File: config.mk
export PLATFORM = sky130hd
export DESIGN_NAME = greek_to_latin_transliterator_unit
export DESIGN_NICKNAME = d
export VERILOG_FILES = /design/src/sv/gtl_pkg.sv /design/src/sv/gtl_front.sv /design/src/sv/gtl_queue.sv /design/src/sv/gtl_back.sv /design/src/sv/greek_to_latin_transliterator_unit.sv
export SDC_FILE = /design/constraint.sdc
export NUM_CORES = 1
export LEC_CHECK = 0
export BUFFER_PORTS_ARGS = -buffer_cell sky130_fd_sc_hd__buf_4
export CAP_MARGIN = 25
export CORE_ASPECT_RATIO = 1.5
export CORE_UTILIZATION = 48
export CTS_CLUSTER_DIAMETER = 100
export DETAILED_ROUTE_END_ITERATION = 6
export SYNTH_ARGS = -nofsm -noshare
export SYNTH_HDL_FRONTEND = slang
export SYNTH_SLANG_ARGS = --single-unit
File: constraint.sdc
create_clock -name clk -period 5.6 [get_ports clk]
set_input_delay 0 -clock clk [delete_from_list [all_inputs] [get_ports clk]]
set_output_delay 0 -clock clk [all_outputs]
set_load 0.02 [all_outputs]
File: src/sv/gtl_pkg.sv
// ----------------------------------------------------------------------------
// gtl_pkg
// shared types, character codes and the greek letter table
// ----------------------------------------------------------------------------
package gtl_pkg;

  localparam int unsigned MAX_CHARS = 4;

  localparam logic [7:0] TABLE_LOW  = 8'd182;
  localparam logic [7:0] TABLE_HIGH = 8'd254;
  localparam logic [7:0] QUOTE_A    = 8'd192;
  localparam logic [7:0] QUOTE_B    = 8'd224;
  localparam logic [7:0] CH_QUOTE   = 8'h22;
  localparam logic [7:0] CH_APOS    = 8'h27;
  localparam logic [7:0] CH_NONE    = 8'h00;

  // letters held back for the mp / nt fusion
  typedef enum logic [2:0] {
    HELD_NONE,
    HELD_M_LC,
    HELD_M_UC,
    HELD_N_LC,
    HELD_N_UC
  } gtl_held_t;

  typedef struct packed {
    logic [7:0] first;
    logic [7:0] second;
  } gtl_map_t;

  // one queue entry: the characters of one item, lowest slot first
  typedef struct packed {
    logic [MAX_CHARS-1:0][7:0] chars;
    logic [2:0]                count;
  } gtl_entry_t;

  typedef struct packed {
    logic       valid;
    gtl_entry_t entry;
  } gtl_push_t;

  typedef struct packed {
    logic       valid;
    gtl_entry_t entry;
  } gtl_head_t;

  function automatic gtl_map_t gtl_map(input logic [7:0] b);
    gtl_map_t m;
    m.second = CH_NONE;
    case (b)
      8'd182: begin m.first = CH_APOS; m.second = "A"; end
      8'd183: m.first = ".";
      8'd184: begin m.first = CH_APOS; m.second = "E"; end
      8'd185: begin m.first = CH_APOS; m.second = "H"; end
      8'd186: begin m.first = CH_APOS; m.second = "I"; end
      8'd187: m.first = 8'd187;
      8'd188: begin m.first = CH_APOS; m.second = "O"; end
      8'd189: m.first = 8'd189;
      8'd190: begin m.first = CH_APOS; m.second = "Y"; end
      8'd191: begin m.first = CH_APOS; m.second = "W"; end
      8'd192: begin m.first = "i"; m.second = CH_APOS; end
      8'd193: m.first = "A";
      8'd194: m.first = "V";
      8'd195: m.first = "G";
      8'd196: m.first = "D";
      8'd197: m.first = "E";
      8'd198: m.first = "Z";
      8'd199: m.first = "H";
      8'd200: m.first = "8";
      8'd201: m.first = "I";
      8'd202: m.first = "K";
      8'd203: m.first = "L";
      8'd204: m.first = "M";
      8'd205: m.first = "N";
      8'd206: begin m.first = "K"; m.second = "S"; end
      8'd207: m.first = "O";
      8'd208: m.first = "P";
      8'd209: m.first = "R";
      8'd210: m.first = 8'd210;
      8'd211: m.first = "S";
      8'd212: m.first = "T";
      8'd213: m.first = "Y";
      8'd214: m.first = "F";
      8'd215: m.first = "X";
      8'd216: begin m.first = "P"; m.second = "S"; end
      8'd217: m.first = "W";
      8'd218: begin m.first = "I"; m.second = CH_QUOTE; end
      8'd219: begin m.first = "Y"; m.second = CH_QUOTE; end
      8'd220: begin m.first = "a"; m.second = CH_APOS; end
      8'd221: begin m.first = "e"; m.second = CH_APOS; end
      8'd222: begin m.first = "h"; m.second = CH_APOS; end
      8'd223: begin m.first = "i"; m.second = CH_APOS; end
      8'd224: begin m.first = "y"; m.second = CH_APOS; end
      8'd225: m.first = "a";
      8'd226: m.first = "v";
      8'd227: m.first = "g";
      8'd228: m.first = "d";
      8'd229: m.first = "e";
      8'd230: m.first = "z";
      8'd231: m.first = "h";
      8'd232: m.first = "8";
      8'd233: m.first = "i";
      8'd234: m.first = "k";
      8'd235: m.first = "l";
      8'd236: m.first = "m";
      8'd237: m.first = "n";
      8'd238: begin m.first = "k"; m.second = "s"; end
      8'd239: m.first = "o";
      8'd240: m.first = "p";
      8'd241: m.first = "r";
      8'd242: m.first = "s";
      8'd243: m.first = "s";
      8'd244: m.first = "t";
      8'd245: m.first = "y";
      8'd246: m.first = "f";
      8'd247: m.first = "x";
      8'd248: begin m.first = "p"; m.second = "s"; end
      8'd249: m.first = "w";
      8'd250: begin m.first = "i"; m.second = CH_QUOTE; end
      8'd251: begin m.first = "y"; m.second = CH_QUOTE; end
      8'd252: begin m.first = "o"; m.second = CH_APOS; end
      8'd253: begin m.first = "y"; m.second = CH_APOS; end
      8'd254: begin m.first = "w"; m.second = CH_APOS; end
      default: m.first = b;
    endcase
    return m;
  endfunction

endpackage

File: src/sv/gtl_front.sv
// ----------------------------------------------------------------------------
// gtl_front
// accepts bytes, tracks the held letter and builds the characters of each item
// ----------------------------------------------------------------------------
module gtl_front
  import gtl_pkg::*;
(
  input  logic       clk,
  input  logic       rst,
  input  logic       in_valid,
  output logic       in_ready,
  input  logic [7:0] in_byte,
  input  logic       in_eos,
  input  logic       q_full,
  output gtl_push_t  push
);

  gtl_held_t  held;
  gtl_held_t  held_next;
  gtl_held_t  new_code;
  gtl_map_t   map;
  logic [7:0] held_char;
  logic [7:0] fused;
  logic [7:0] eos_char;
  logic       in_table;
  logic       is_p;
  logic       is_t;
  logic [MAX_CHARS-1:0][7:0] chars;
  logic [2:0] n;
  logic       accept;

  assign in_ready = !q_full;
  assign accept   = in_valid && in_ready;
  assign map      = gtl_map(in_byte);
  assign in_table = (in_byte >= TABLE_LOW) && (in_byte <= TABLE_HIGH);
  assign is_p     = (map.first == "p") || (map.first == "P");
  assign is_t     = (map.first == "t") || (map.first == "T");

  always_comb begin
    unique case (held)
      HELD_M_LC: held_char = "m";
      HELD_M_UC: held_char = "M";
      HELD_N_LC: held_char = "n";
      HELD_N_UC: held_char = "N";
      default:   held_char = CH_NONE;
    endcase
  end

  always_comb begin
    fused = CH_NONE;
    if (is_p && held == HELD_M_LC) begin
      fused = "b";
    end else if (is_p && held == HELD_M_UC) begin
      fused = "B";
    end else if (is_t && held == HELD_N_LC) begin
      fused = "d";
    end else if (is_t && held == HELD_N_UC) begin
      fused = "D";
    end
  end

  always_comb begin
    case (map.first)
      "m":     new_code = HELD_M_LC;
      "M":     new_code = HELD_M_UC;
      "n":     new_code = HELD_N_LC;
      "N":     new_code = HELD_N_UC;
      default: new_code = HELD_NONE;
    endcase
  end

  // list build: at most four appends in a fixed order
  always_comb begin
    chars     = '0;
    n         = 3'd0;
    held_next = HELD_NONE;
    eos_char  = CH_NONE;
    if (in_table) begin
      if (fused != CH_NONE) begin
        chars[n[1:0]] = fused;
        n = n + 3'd1;
        if (map.second != CH_NONE) begin
          chars[n[1:0]] = map.second;
          n = n + 3'd1;
        end
      end else begin
        if (held != HELD_NONE) begin
          chars[n[1:0]] = held_char;
          n = n + 3'd1;
        end
        held_next = new_code;
        if (new_code == HELD_NONE) begin
          chars[n[1:0]] = map.first;
          n = n + 3'd1;
          if (map.second != CH_NONE) begin
            chars[n[1:0]] = map.second;
            n = n + 3'd1;
          end
          if (in_byte == QUOTE_A || in_byte == QUOTE_B) begin
            chars[n[1:0]] = CH_QUOTE;
            n = n + 3'd1;
          end
        end
      end
    end else begin
      if (held != HELD_NONE) begin
        chars[n[1:0]] = held_char;
        n = n + 3'd1;
      end
      chars[n[1:0]] = in_byte;
      n = n + 3'd1;
    end
    // flush on end of stream
    if (in_eos) begin
      unique case (held_next)
        HELD_M_LC: eos_char = "m";
        HELD_M_UC: eos_char = "M";
        HELD_N_LC: eos_char = "n";
        HELD_N_UC: eos_char = "N";
        default:   eos_char = CH_NONE;
      endcase
      if (held_next != HELD_NONE) begin
        chars[n[1:0]] = eos_char;
        n = n + 3'd1;
      end
      held_next = HELD_NONE;
    end
  end

  assign push.valid       = accept && (n != 3'd0);
  assign push.entry.chars = chars;
  assign push.entry.count = n;

  always_ff @(posedge clk) begin
    if (rst) begin
      held <= HELD_NONE;
    end else if (accept) begin
      held <= held_next;
    end
  end

  // every pushed entry carries one to four characters
  assert property (@(posedge clk) disable iff (rst)
    push.valid |-> (push.entry.count != 3'd0) && (push.entry.count <= 3'd4))
    else $error("gtl_front: bad character count");

endmodule

File: src/sv/gtl_queue.sv
// ----------------------------------------------------------------------------
// gtl_queue
// short register queue between the front and the back
// ----------------------------------------------------------------------------
module gtl_queue
  import gtl_pkg::*;
#(
  parameter int unsigned DEPTH = 4
) (
  input  logic      clk,
  input  logic      rst,
  input  gtl_push_t push,
  output logic      full,
  output gtl_head_t head,
  input  logic      pop
);

  localparam int unsigned PW = (DEPTH > 1) ? $clog2(DEPTH) : 1;
  localparam int unsigned CW = $clog2(DEPTH + 1);
  localparam logic [PW-1:0] LAST_PTR = PW'(DEPTH - 1);
  localparam logic [CW-1:0] FULL_CNT = CW'(DEPTH);

  gtl_entry_t    store [DEPTH];
  logic [PW-1:0] wr_ptr;
  logic [PW-1:0] rd_ptr;
  logic [CW-1:0] used;
  logic          do_push;
  logic          do_pop;

  assign full       = (used == FULL_CNT);
  assign do_push    = push.valid && !full;
  assign do_pop     = pop && (used != '0);
  assign head.valid = (used != '0);
  assign head.entry = store[rd_ptr];

  always_ff @(posedge clk) begin
    if (do_push) begin
      store[wr_ptr] <= push.entry;
    end
  end

  always_ff @(posedge clk) begin
    if (rst) begin
      wr_ptr <= '0;
      rd_ptr <= '0;
      used   <= '0;
    end else begin
      if (do_push) begin
        wr_ptr <= (wr_ptr == LAST_PTR) ? '0 : wr_ptr + PW'(1);
      end
      if (do_pop) begin
        rd_ptr <= (rd_ptr == LAST_PTR) ? '0 : rd_ptr + PW'(1);
      end
      if (do_push && !do_pop) begin
        used <= used + CW'(1);
      end else if (do_pop && !do_push) begin
        used <= used - CW'(1);
      end
    end
  end

  assert property (@(posedge clk) disable iff (rst) used <= FULL_CNT)
    else $error("gtl_queue: occupancy beyond depth");

  assert property (@(posedge clk) disable iff (rst) pop |-> head.valid)
    else $error("gtl_queue: pop while empty");

  assert property (@(posedge clk) disable iff (rst) push.valid |-> !full)
    else $error("gtl_queue: push while full");

endmodule

File: src/sv/gtl_back.sv
// ----------------------------------------------------------------------------
// gtl_back
// walks the characters of the head entry, one output beat each
// ----------------------------------------------------------------------------
module gtl_back
  import gtl_pkg::*;
(
  input  logic       clk,
  input  logic       rst,
  input  gtl_head_t  head,
  output logic       pop,
  output logic       out_valid,
  input  logic       out_ready,
  output logic [7:0] out_char,
  output logic       out_last
);

  logic [1:0] idx;
  logic       beat;

  assign out_valid = head.valid;
  assign out_char  = head.entry.chars[idx];
  assign out_last  = ({1'b0, idx} == (head.entry.count - 3'd1));
  assign beat      = out_valid && out_ready;
  assign pop       = beat && out_last;

  always_ff @(posedge clk) begin
    if (rst) begin
      idx <= 2'd0;
    end else if (beat) begin
      idx <= out_last ? 2'd0 : idx + 2'd1;
    end
  end

  assert property (@(posedge clk) disable iff (rst)
    head.valid |-> ({1'b0, idx} < head.entry.count))
    else $error("gtl_back: slot index past entry count");

endmodule

File: src/sv/greek_to_latin_transliterator_unit.sv
// ----------------------------------------------------------------------------
// greek_to_latin_transliterator_unit
// iso-8859-7 greek bytes to latin characters, with mp/nt fusion
// ----------------------------------------------------------------------------
// an item is registered in the queue before its first character is offered
// throughput: one input beat per cycle while m_tready is high and items give
//   at most one character; k characters take k beats, the queue absorbs them
// reset: clears the held letter, empties the queue and the character index
// ----------------------------------------------------------------------------
module greek_to_latin_transliterator_unit
  import gtl_pkg::*;
#(
  parameter int unsigned QUEUE_DEPTH = 4
) (
  input  logic       clk,
  input  logic       rst,
  input  logic       s_tvalid,
  output logic       s_tready,
  input  logic [7:0] s_tdata,   // [7:0] in_byte
  input  logic       s_tlast,   // end_of_stream
  output logic       m_tvalid,
  input  logic       m_tready,
  output logic [7:0] m_tdata,   // [7:0] out_char
  output logic       m_tlast    // last_of_run
);

  gtl_push_t push;
  gtl_head_t head;
  logic      q_full;
  logic      pop;

  // front: classify the byte, fuse or hold letters, build the character list
  gtl_front u_front (
    .clk      (clk),
    .rst      (rst),
    .in_valid (s_tvalid),
    .in_ready (s_tready),
    .in_byte  (s_tdata),
    .in_eos   (s_tlast),
    .q_full   (q_full),
    .push     (push)
  );

  // queue: items that produce no characters never enter it
  gtl_queue #(
    .DEPTH (QUEUE_DEPTH)
  ) u_queue (
    .clk  (clk),
    .rst  (rst),
    .push (push),
    .full (q_full),
    .head (head),
    .pop  (pop)
  );

  // back: one character per output beat, tlast on the final one of an item
  gtl_back u_back (
    .clk       (clk),
    .rst       (rst),
    .head      (head),
    .pop       (pop),
    .out_valid (m_tvalid),
    .out_ready (m_tready),
    .out_char  (m_tdata),
    .out_last  (m_tlast)
  );

endmodule

Word-level counts from Yosys, hierarchy flattened
Memories as Yosys holds them, arrays and structs flattened. A register that Yosys moved wholly into a read port is not among the register bits.
Cells that the tools add are included.
{ "totals": {"ram_bits": 140, "reg_bits": 12, "n_memories": 1, "out_inout_bits": 11} }
{ "op_classes": {"reduce_logical": 52, "n_bitwise": 3, "n_eq_ne": 93, "magnitude_cmp": 13, "mux": 69, "n_addsub": 11} }
{ "mem_list": {"columns": ["memory", "depth", "word_bits", "read_ports", "rd_ports_with_merged_regs", "write_ports", "line", "rtl"], "rows": [
  ["u_queue.store", 4, 35, 1, 1, 1, "gtl_queue.sv:23", "gtl_entry_t store [DEPTH];"]
]} }
{ "op_table": {"columns": ["operator", "count"], "rows": [
  ["$eq 8x8->1 const B", 73],
  ["$pmux 8 s48", 1],
  ["$mux 32", 9],
  ["$bwmux 32", 4],
  ["$mux 8", 13],
  ["$demux 8 s2", 5],
  ["$pmux 7 s11", 1],
  ["$eq 8x7->1 const B", 8],
  ["$pmux 7 s4", 2],
  ["$mux 3", 18],
  ["$mux 16", 2],
  ["$reduce_or 2->1", 15],
  ["$and 24x24->24", 1],
  ["$not 24->24", 1],
  ["$mux 7", 3],
  ["$add 3x1->3 const B", 6],
  ["$logic_and 1x1->1", 18],
  ["$lt 2x3->1 const B", 6],
  ["$bmux 8 s2", 1],
  ["$reduce_bool 8->1", 2],
  ["$eq 3x2->1 const B", 4],
  ["$mux 2", 6],
  ["$pmux 3 s4", 1],
  ["$reduce_bool 3->1", 4],
  ["18 further kinds", 37]
]} }

Longest topological paths before layout
Gate-level depths: netlist of the first run.
{ "depth": {"depth_word": 34, "mapped_depth": 26} }

Modules after synthesis
A second synthesis of the first run with hierarchy kept.
{ "hier_totals": {"hier_cells": 696, "hier_area_um2": 8730.9} }
{ "by_module_without_submodules": {"columns": ["mod", "instances", "seq_area_each_um2", "cells_per_inst", "area_per_inst_um2"], "rows": [
  ["gtl_queue", 1, 4384.2, 233, 5556.6],
  ["gtl_front", 1, 60.1, 432, 2766.4],
  ["gtl_back", 1, 40.0, 31, 407.9]
]} }

Least setup slack after synthesis of the first run
OpenSTA, ideal clock, no wires.
{ "synth_path": {"path_type": "input port to flip-flop", "from": "in s_tdata[2]", "to": "reg u_queue.used[2]", "arrival_time_ns": 4.816, "cell_stages": 24, "setup_time_ns": 0.071, "slack_ns": 0.714, "cell_sequence": "buf_4 buf_2 buf_1 nor4b_2 a41o_1 a211oi_1 o21ai_0 nor2_1 inv_1 ha_1 xor2_1 a21oi_2 o21ai_0 a31oi_1 ha_1 nand3b_1 o311ai_2 a41oi_2 ha_1 inv_1 fa_1 xor2_1 or3_1 a21oi_1"} }
{ "synth_between": {"elab_chain_len": 22, "elab_cells_between_ends": 145, "cone_classes": "2 x add/sub; 2 x order compare; 81 x eq/ne; 21 x mux; 39 x reduce/logical"} }
{ "synth_lines": {"columns": ["element", "line", "rtl"], "rows": [
  ["start: declaration", "greek_to_latin_transliterator_unit.sv:19", "input logic [7:0] s_tdata,"],
  ["$eq 8x8->1, on equally long branches", "gtl_pkg.sv:50, gtl_front.sv:99", null],
  ["$reduce_or 9->1 (no source line), or another cell as far along", null, null],
  ["$pmux 7 s11 or $pmux 8 s48 (tied branches)", "gtl_pkg.sv:50", "case (b)"],
  ["$reduce_bool 8->1 or $eq 8x7->1 (tied branches)", "gtl_front.sv:82, gtl_front.sv:95, gtl_front.sv:37", null],
  ["$mux 3 or $logic_or 1x1->1 (tied branches)", "gtl_front.sv:95, gtl_front.sv:37", null],
  ["$mux 3 or $logic_and 1x1->1 (tied branches)", "gtl_front.sv:92, gtl_front.sv:57", null],
  ["$mux 3 or $mux 7 (tied branches)", "gtl_front.sv:79, gtl_front.sv:57", null],
  ["$mux 3 or $mux 8 (tied branches)", "gtl_front.sv:78, gtl_front.sv:55", null],
  ["[... 7 more ...]", null, null],
  ["$mux 3 *", "gtl_front.sv:114", "if (in_eos) begin"],
  ["$reduce_bool 3->1 *", "gtl_front.sv:130", "assign push.valid = accept && (n != 3'd0);"],
  ["$logic_and 1x1->1 *", "gtl_front.sv:130", null],
  ["$logic_and 1x1->1 *", "gtl_queue.sv:31", "assign do_push = push.valid && !full;"],
  ["named net u_queue.do_push", "gtl_queue.sv:27", "logic do_push;"],
  ["$logic_not 1->1", "gtl_queue.sv:56", "end else if (do_pop && !do_push) begin"],
  ["$logic_and 1x1->1", "gtl_queue.sv:56", null],
  ["$reduce_bool 2->1 (no source line)", null, null],
  ["end signal: assignment", "gtl_queue.sv:55", "used <= used + CW'(1);"],
  ["end signal: assignment", "gtl_queue.sv:57", "used <= used - CW'(1);"],
  ["end: declaration", "gtl_queue.sv:26", "logic [CW-1:0] used;"]
]} }
Mark *: on every way through the listed nets, which the timed path passes. The rest lies on a longest branch. The select of a mux whose other input is x is not followed.
A chain may end at the register's enable or synchronous reset.

Worst setup path in the final report of the first run
{ "layout_path": {"from": "in s_tdata[6]", "to": "reg u_queue.used[2]"} }
The elaborated chain is that of the path after synthesis.

==> results.txt, run 1 <==
For the clock network fraction of design power, the log shows 33.9%. The longest clock path from root to sink contains 2 buffers. The final count of pins violating max slew is 0. Per report_power, the sequential group accounts for 41.9% of the total. The buffers plus inverters on the worst setup path was 2; the summed instance area of the synthesized netlist was 0.00767 mm2. The logs give 0 ps for the total negative slack and 1.00 for the global placer's final weighted congestion.

The half-perimeter wire length of the detailed placement result was 15.7 mm. In this run the vertical extent of the chip is 157 um. During synthesis, Yosys emitted a total of 0 warnings. After layout, the worst path uses 88.8% of the clock period. The clock transition time at the flip-flop clock pins of the worst setup and hold paths is 70 ps. The initial utilization of the core area, before any placement, comes to 49.1%. The design internal power was 2.13 mW.

The total instance count after detailed placement is 849. The run gives 185 uV as the largest voltage drop on the vdd net. Across every metal layer, demand over resource in global routing totals 27.2%.

For the pin with the worst max-slew slack, the measured transition is 804 ps. The first global-routing pass estimated 33.0 mm of wire. The largest clock skew in the final design was 13.7 ps. 0 antenna diodes ended up in the layout.

The tools report the cell chosen for the clock root as clkbuf_16. The number of nets handed over by synthesis was 674. Type of destination of the critical path: a flop.

From synthesis to final layout, the design area changed by 12.9%. Most common cell after layout, fill and taps aside: edfxtp_1. The worst setup path is launched from an input port. Walking the worst path, the cells encountered are buf_4 > nand2_1 > o21bai_1 > and2_4 > a2111oi_4 > nor4_1 > a41oi_1 > o2111ai_1 > a21oi_1 > nor2_1 > ha_1 > nand3b_1 > o311ai_2 > a41oi_2 > ha_1 > inv_1 > fa_1 > xor2_1 > or3_1 > a21oi_1.

After the flow finishes, the layout carries non-filler instances totaling 884. The row count is 56, and the fraction of layout instances using a drive strength above 1 is 20.3%. The maximum clock frequency was 0.201 GHz.

TritonCTS built the clock tree. The tightest min-delay check is of the in2reg type. The first TritonRoute pass finished after 5 iterations.

In this run the mean area of a mapped cell was 11.9 um2. The count of cell instances traversed by the critical path came out at 20. The kind of critical path was in2reg. Clock latency on the worst-skew pair, taken at its later pin, is 400 ps. Buffers added to address setup during post-CTS repair amount to 0. The max-capacitance violation count came out at 0.

The run finished with clean final reports. In this run the number of H-tree levels came out at 4. For the number of sinks handled by clock tree synthesis, the log shows 134. Setup repair after global routing left no endpoint under its margin. The post-detailed-route via-to-cell ratio is 6.44, and the critical-path maximum fanout is 26.

Once detail routing completed, the nets flagged for antenna violations numbered 0. The number of I/O port buffers is 23, and the switching power is 0.913 mW. Headroom to the max-slew limit came out at 45.7%. In the layout the commonest cells are edfxtp_1, nand2_1, nor2_1. In this run the power density over the cells is 351 mW/mm2. The tools report the critical path data arrival time as 5310 ps. The initial antenna violation count came out at 0. The number of enable flip-flop cells after synthesis was 120; the instance area after placement was 0.00807 mm2. Synthesis instantiated 81 different standard cells from the library. In this run the static leakage power is 2.97 nW.

The run gives 55.4% as the final core utilization. Synthesis produced 646 cells. The die covers 0.0165 mm2. The proportion of synthesized chip area in sequential cells was 50.6%. The via count of the first global-routing pass is 5693, and the maximum number of pins on one net before global-route repair is 43. Wires add up to 21.8 mm. The number of setup violations in the final report is 0, and the total number of vias is 5695. Summing all non-filler instances in the final layout gives an area of 0.00866 mm2. The dominant delay contributor by cell family on the critical path is compound AO/OA/AOI/OAI gates. The hold violation count in the final report is 0, and the register bit count reported by yosys is 134. 24 I/O pins were placed. The tools report the number of instances resized during post-cts repair as 0.

For this run the aggregate overflow at the end of global routing stands at 0. The worst stage delay on the critical path is 720 ps, and the die width is 105 um. Share of synthesized flip-flops with an asynchronous set or reset: 0%. Switching part of the total: 30.0%. The count of unresolved DRC violations after routing is 0. Top flip-flop cell by instance count after synthesis: edfxtp_1. The clock period could shrink to 4970 ps.

The master of the slowest instance on the critical path is a41oi_1. The initial detailed-routing violation count was 424; the number of fill cells in the layout was 1335. The per-cell routed wire length was 24.7 um; the worst reg2reg path depth was 19. The core region is 0.0156 mm2.

The worst endpoint required time was 5940 ps. The clock buffer count from CTS was 17. For the combinational share of power, the log shows 24.3%. The cell depth of the worst hold path is 4, and the number of nets in the layout is 696.
## area by class of cell
class	instances	area [um2]	share of cell area, %
multi-input cells	445	3440	39.8
clock inverters	15	139	1.60
well taps	203	254	2.93
inverters	19	71.3	0.824
repair buffers	51	440	5.09
flip-flops and latches	134	3880	44.9
clock buffers	17	425	4.91
## layer usage
layer / wire (um) / track usage, % / vias to the layer above
met5: 0 / 0 / -
met4: 1300 / 16.8 / 0
met3: 690 / 3.83 / 76
met2: 11500 / 48.4 / 215
met1: 8300 / 30.7 / 2847
li1: - / - / 2557
## power by group through the flow
stage / Sequential (mW) / Combinational [mW] / Clock [mW]
finish: 1.27 / 0.738 / 1.03
global route: 1.29 / 0.797 / 1.09
CTS: 1.28 / 0.744 / 1.05
detailed placement: 1.30 / 0.741 / 0
global placement: 1.29 / 0.732 / 0
floorplan: 1.26 / 0.524 / 0
## cell usage after synthesis, types with 3 or more instances
master       n  area [um2]
nand3b_1     3        22.5
or3_1        7        43.8
nor4_1       5        31.3
nor3_1      22         110
ha_1        14         175
nor2_1      46         173
a21oi_1     27         135
buf_1        7        26.3
o2111ai_1    3        26.3
buf_2       13        65.1
nor2b_1      4        25.0
xor2_1       6        52.6
nand3_1     13        65.1
o211ai_1     8        60.1
a31oi_1     15        93.8
inv_1       19        71.3
buf_4        6        45.0
dfxtp_1     14         280
edfxtp_1   120        3600
o31ai_1      7        52.6
and4b_1      3        30.0
nand2_1     63         236
and3_1       4        25.0
o21ai_0     31         155
nand4b_1     4        35.0
buf_6        7        78.8
xnor2_1      5        43.8
a311oi_1     3        26.3
o22ai_1      4        25.0
clkbuf_1    15        56.3
a211oi_1     9        67.6
nand4_1      7        43.8
o32ai_1      3        26.3
mux4_2      36         811
mux2i_1      8        80.1
nand2b_1    19         119
and2_1      10        62.6
## registers in the layout (all words and copies together) (netlist names), named ones only
register and cells:
u_queue.wr_ptr 2, u_queue.store 120, u_back.idx 2, u_front.held 3, u_queue.rd_ptr 2, u_queue.used 3
## final timing paths
kind                                      from                      endpoint  slack (ps)
setup reg to reg  u_front.held[1]$_SDFFE_PP0P_  u_queue.used[2]$_SDFFE_PP0P_         880
hold / removal                        s_tvalid  u_front.held[2]$_SDFFE_PP0P_          40
hold reg to reg   u_queue.used[2]$_SDFFE_PP0P_  u_queue.used[2]$_SDFFE_PP0P_         510
setup / recovery                    s_tdata[6]  u_queue.used[2]$_SDFFE_PP0P_         630
## worst min-delay path, stage by stage
cell and delay [ps]:
buf_4 120, nand2_1 130, a21oi_1 90, nor2_1 80
## kinds of logic (layout without fill, tap and decap cells)
group | count (synthesis) | after routing | share of synthesized area, %
AOI/OAI and AO/OA | 144 | 144 | 13.2
xor gates and xnor gates | 11 | 11 | 1.26
adders and majority gates | 15 | 15 | 2.54
buffers and inverters | 67 | 102 | 4.47
DFF | 134 | 134 | 50.6
muxes | 45 | 45 | 11.8
and+or+nand+nor | 230 | 230 | 16.1
## timing repair
| item | in CTS | in global routing |
|---|---|---|
| hold endpoints to repair | 13 | 0 |
| hold buffers | 3 | 0 |
| endpoints found under the setup margin | 0 | 0 |
## through the flow
stage / hold WS [ps] / power, mW / setup slack [ps]
after global placement: 280 / 2.02 / 387
after detailed placement: 295 / 2.04 / 360
final: 37.2 / 3.04 / 627
after global routing: 94.1 / 3.17 / 378
after floorplan: 180 / 1.78 / 714
after CTS: 29.9 / 3.07 / 773
No activity file was read; power rests on OpenSTA's default activity.
==> run 2: changes to the inputs <==
Settings changed: ABC_AREA set to 1, TNS_END_PERCENT set to 100.
==> results.txt, run 2 <==
The per-cell routed wire length works out to 22.8 um (was 24.7 um). Register bank with the most flops: u_queue.store (unchanged). Leading cell types by total area after synthesis: edfxtp_1, nand2_1, nor2_1 (was edfxtp_1, mux4_2, dfxtp_1). The max-capacitance violation count was 0 (unchanged); the number of instances in the synthesized netlist was 930 (was 646). The run gives 1280 ps (was 880 ps) as the setup slack on the worst flop-to-flop path. The number of instances resized during post-cts repair is 0 (unchanged), and the register bit count reported by yosys is 134 (unchanged). The via count of the first global-routing pass was 7084 (was 5693); the die extent in y was 157 um (about the same). Most common cell after layout, fill and taps aside: nand2_1 (was edfxtp_1). Clock transition time at the flip-flop clock pins of the worst setup and hold paths: 60 ps (was 70 ps). The average cell area after synthesis was 8.25 um2 (was 11.9 um2); the post-CTS setup repair buffer count was 0 (unchanged).

The final count of pins violating max slew is 0 (unchanged), and the summed instance area of the synthesized netlist is 0.00767 mm2 (about the same). The tools report the cell chosen for the clock root as clkbuf_16 (unchanged). The tools report the hold violation count in the final report as 0 (unchanged).

TritonCTS built the clock tree. The tools report the post-route antenna net violation count as 0 (unchanged). The number of I/O port buffers is 23 (unchanged), and the total routing resource utilization after global routing is 33.5% (was 27.2%).

The die width is 105 um (about the same). Registers with the highest flip-flop counts: u_queue.store: 120 flops, u_front.held: 3 flops, u_queue.used: 3 flops (unchanged). The run gives 958 (was 674) as the synthesized net count. Number of detailed-route iterations in the first pass: 6 (was 5). The power per standard cell area was 415 mW/mm2 (was 351 mW/mm2). The worst stage delay on the critical path is 430 ps (was 720 ps). The share of synthesized flip-flops with an asynchronous set or reset works out to 0% (unchanged). Dominant delay contributor by cell family on the critical path: simple AND/OR/NAND/NOR gates (was compound AO/OA/AOI/OAI gates). The final core utilization is 56.2% (was 55.4%).

The critical path launch point type is an input port (unchanged). The buffers plus inverters on the worst setup path works out to 6 (was 2). Top flip-flop cell by instance count after synthesis: edfxtp_1 (unchanged).

The post-synthesis to final-layout area growth works out to 14.4% (was 12.9%). The total negative slack is 0 ps (unchanged), and the final antenna diode count is 0 (unchanged). For the cts-stage hold buffer count, the log shows 6 (was 3). Number of warnings issued by yosys: 0 (unchanged). The run gives 361 uV (was 185 uV) as the largest voltage drop on the vdd net.

Library cell with the highest instance count after synthesis: nand2_1 (was edfxtp_1). Maximum number of buffers from clock root to sink: 3 (was 2). The I/O pin total came out at 24 (unchanged).

The total number of vias is 7060 (was 5695). The tools report the leakage power of the design as 3.69 nW (was 2.97 nW). The maximum clock frequency was 0.211 GHz (was 0.201 GHz); the worst slew margin relative to its limit was 35.2% (was 45.7%). Setup repair after global routing left no endpoint under its margin.

Post-synth top cells: nand2_1, nor2_1, edfxtp_1, o21ai_0, inv_1 (was edfxtp_1, nand2_1, nor2_1, mux4_2, o21ai_0). The maximum number of pins on one net before global-route repair is 61 (was 43), and the post-detailed-route via-to-cell ratio is 6.01 (was 6.44). Type of destination of the critical path: a flop (unchanged). The class of the tightest hold or removal check was in2reg (unchanged).

The logs give 0.0156 mm2 (unchanged) for the placeable core region and 0 (unchanged) for the initial antenna violation count. The area fraction of the dominant cell type after synthesis is 47.0% (about the same), and the period utilization is 84.5% (was 88.8%). The number of sinks handled by clock tree synthesis came out at 134 (unchanged). Most frequent cells in the layout: nand2_1, nor2_1, edfxtp_1 (was edfxtp_1, nand2_1, nor2_1).

The number of enable flip-flop cells after synthesis works out to 120 (unchanged). The run gives 40.3 mm (was 33.0 mm) as the wire length of the first global-routing pass. The row count was 56 (unchanged); the clock buffer count from CTS was 25 (was 17). The logs give 11.9 ps (was 13.7 ps) for the largest clock skew in the final design and 43 (was 81) for the count of unique library cells instantiated by Yosys.

The run finished with clean final reports. The remaining global-route overflow was 0 (unchanged). The library cell occupying the most area in the post-synthesis netlist was edfxtp_1 (unchanged). The number of nets in the layout was 993 (was 696).

The logs give 50.6% (about the same) for the proportion of synthesized chip area in sequential cells and 460 ps (was 400 ps) for the latest clock arrival within the worst-skew pair. Worst endpoint required time: 5950 ps (was 5940 ps). The number of setup violations in the final report is 0 (unchanged). The critical path data arrival time was 5080 ps (was 5310 ps).

The H-tree depth reported by CTS was 4 (unchanged). The clock period minus worst slack is 4730 ps (was 4970 ps), and the fraction of layout instances using a drive strength above 1 is 12.3% (was 20.3%). The starting density of the core is 49.1% (about the same), and the final routed wirelength across all metal layers is 26.7 mm (was 21.8 mm). The half-perimeter wire length of the detailed placement result is 19.7 mm (was 15.7 mm), and the critical-path maximum fanout is 14 (was 26). The run gives 1.07 (was 1.00) as the global placer's final weighted congestion. The number of flip-flops under the largest register name works out to 120 (unchanged). The measured slew at the worst slew-check pin is 972 ps (was 804 ps). Floorplan die area: 0.0165 mm2 (about the same). The kind of critical path is in2reg (unchanged).

The initial detailed-routing violation count was 615 (was 424); the count of unresolved DRC violations after routing was 0 (unchanged). The master of the slowest instance on the critical path was a2111o_1 (was a41oi_1).
-- run 2: path summary, 6_finish.rpt --
check                                             startpoint                             end  cells past startpoint
worst min-delay path                              s_tdata[2]  u_queue.store[1][13]$_DFFE_PP_                      3
worst max-delay path                              s_tdata[7]    u_queue.used[2]$_SDFFE_PP0P_                     32
worst max register to register  u_front.held[2]$_SDFFE_PP0P_    u_queue.used[2]$_SDFFE_PP0P_                     23
worst min register to register  u_queue.used[2]$_SDFFE_PP0P_    u_queue.used[2]$_SDFFE_PP0P_                      2
-- run 2: cell type report --
class                   count  area (um2)
fillers                  1406        6850
well taps                 203         254
multi-input cells         682        3320
inverters                  79         297
flip-flops and latches    134        3880
clock inverters             6        27.5
clock buffers              27         653
repair buffers             43         338
-- run 2: cell families after synthesis --
| kind of cell | count (synthesis) | share of synthesized area, % |
|---|---|---|
| flip-flops | 134 | 50.6 |
| AND/OR/NAND/NOR | 481 | 26.2 |
| buffers and inverters | 114 | 6.21 |
| AO/OA/AOI/OAI | 183 | 14.1 |
| XOR/XNOR | 3 | 0.342 |
| adder cells (fa/ha/maj) | 15 | 2.54 |
-- run 2: metal layers --
metal / vias up / wire length, um / track usage, % / part of all wire, %
li1: 3235 / - / - / -
met1: 3364 / 8650 / 32.0 / 32
met2: 342 / 14600 / 62.8 / 55
met3: 119 / 1320 / 5.33 / 4.9
met4: 0 / 2180 / 27.2 / 8.1
met5: - / 0 / 0 / 0
-- run 2: through the flow --
stage / cell area [um2] / worst slack [ps] / power (mW) / cells / hold slack [ps]
2_1_floorplan: 7670 / 982 / 2.02 / 930 / 69.1
3_3_place_gp: 8040 / 557 / 2.38 / 1135 / 202
3_5_place_dp: 8040 / 464 / 2.42 / 1135 / 211
4_1_cts: 8780 / 923 / 3.65 / 1174 / 38.9
5_1_grt: 8780 / 333 / 3.80 / 1174 / 114
6_report: 8780 / 866 / 3.64 / 1174 / 66.7
-- run 2: power breakdown --
part	switching, mW	internal, mW
Clock	0.410	0.816
Sequential	0.0615	1.22
Combinational	0.760	0.369
-- run 2: worst reg2reg max path: stages, from the launching register on --
cell and delay, ps:
dfxtp_1 360, inv_1 80, nand2_1 260, clkinv_1 380, ha_1 350, a21oi_1 270
nand2_1 90, o21ai_1 150, nand2_1 60, nand2_1 120, ha_1 180, nand2_1 100
nor2_1 300, nor2_1 110, nand3_2 150, nand2_2 130, inv_1 80, ha_1 140
inv_1 70, fa_1 380, a21oi_1 150, o21ai_0 110, o21ai_0 150, a21oi_1 50
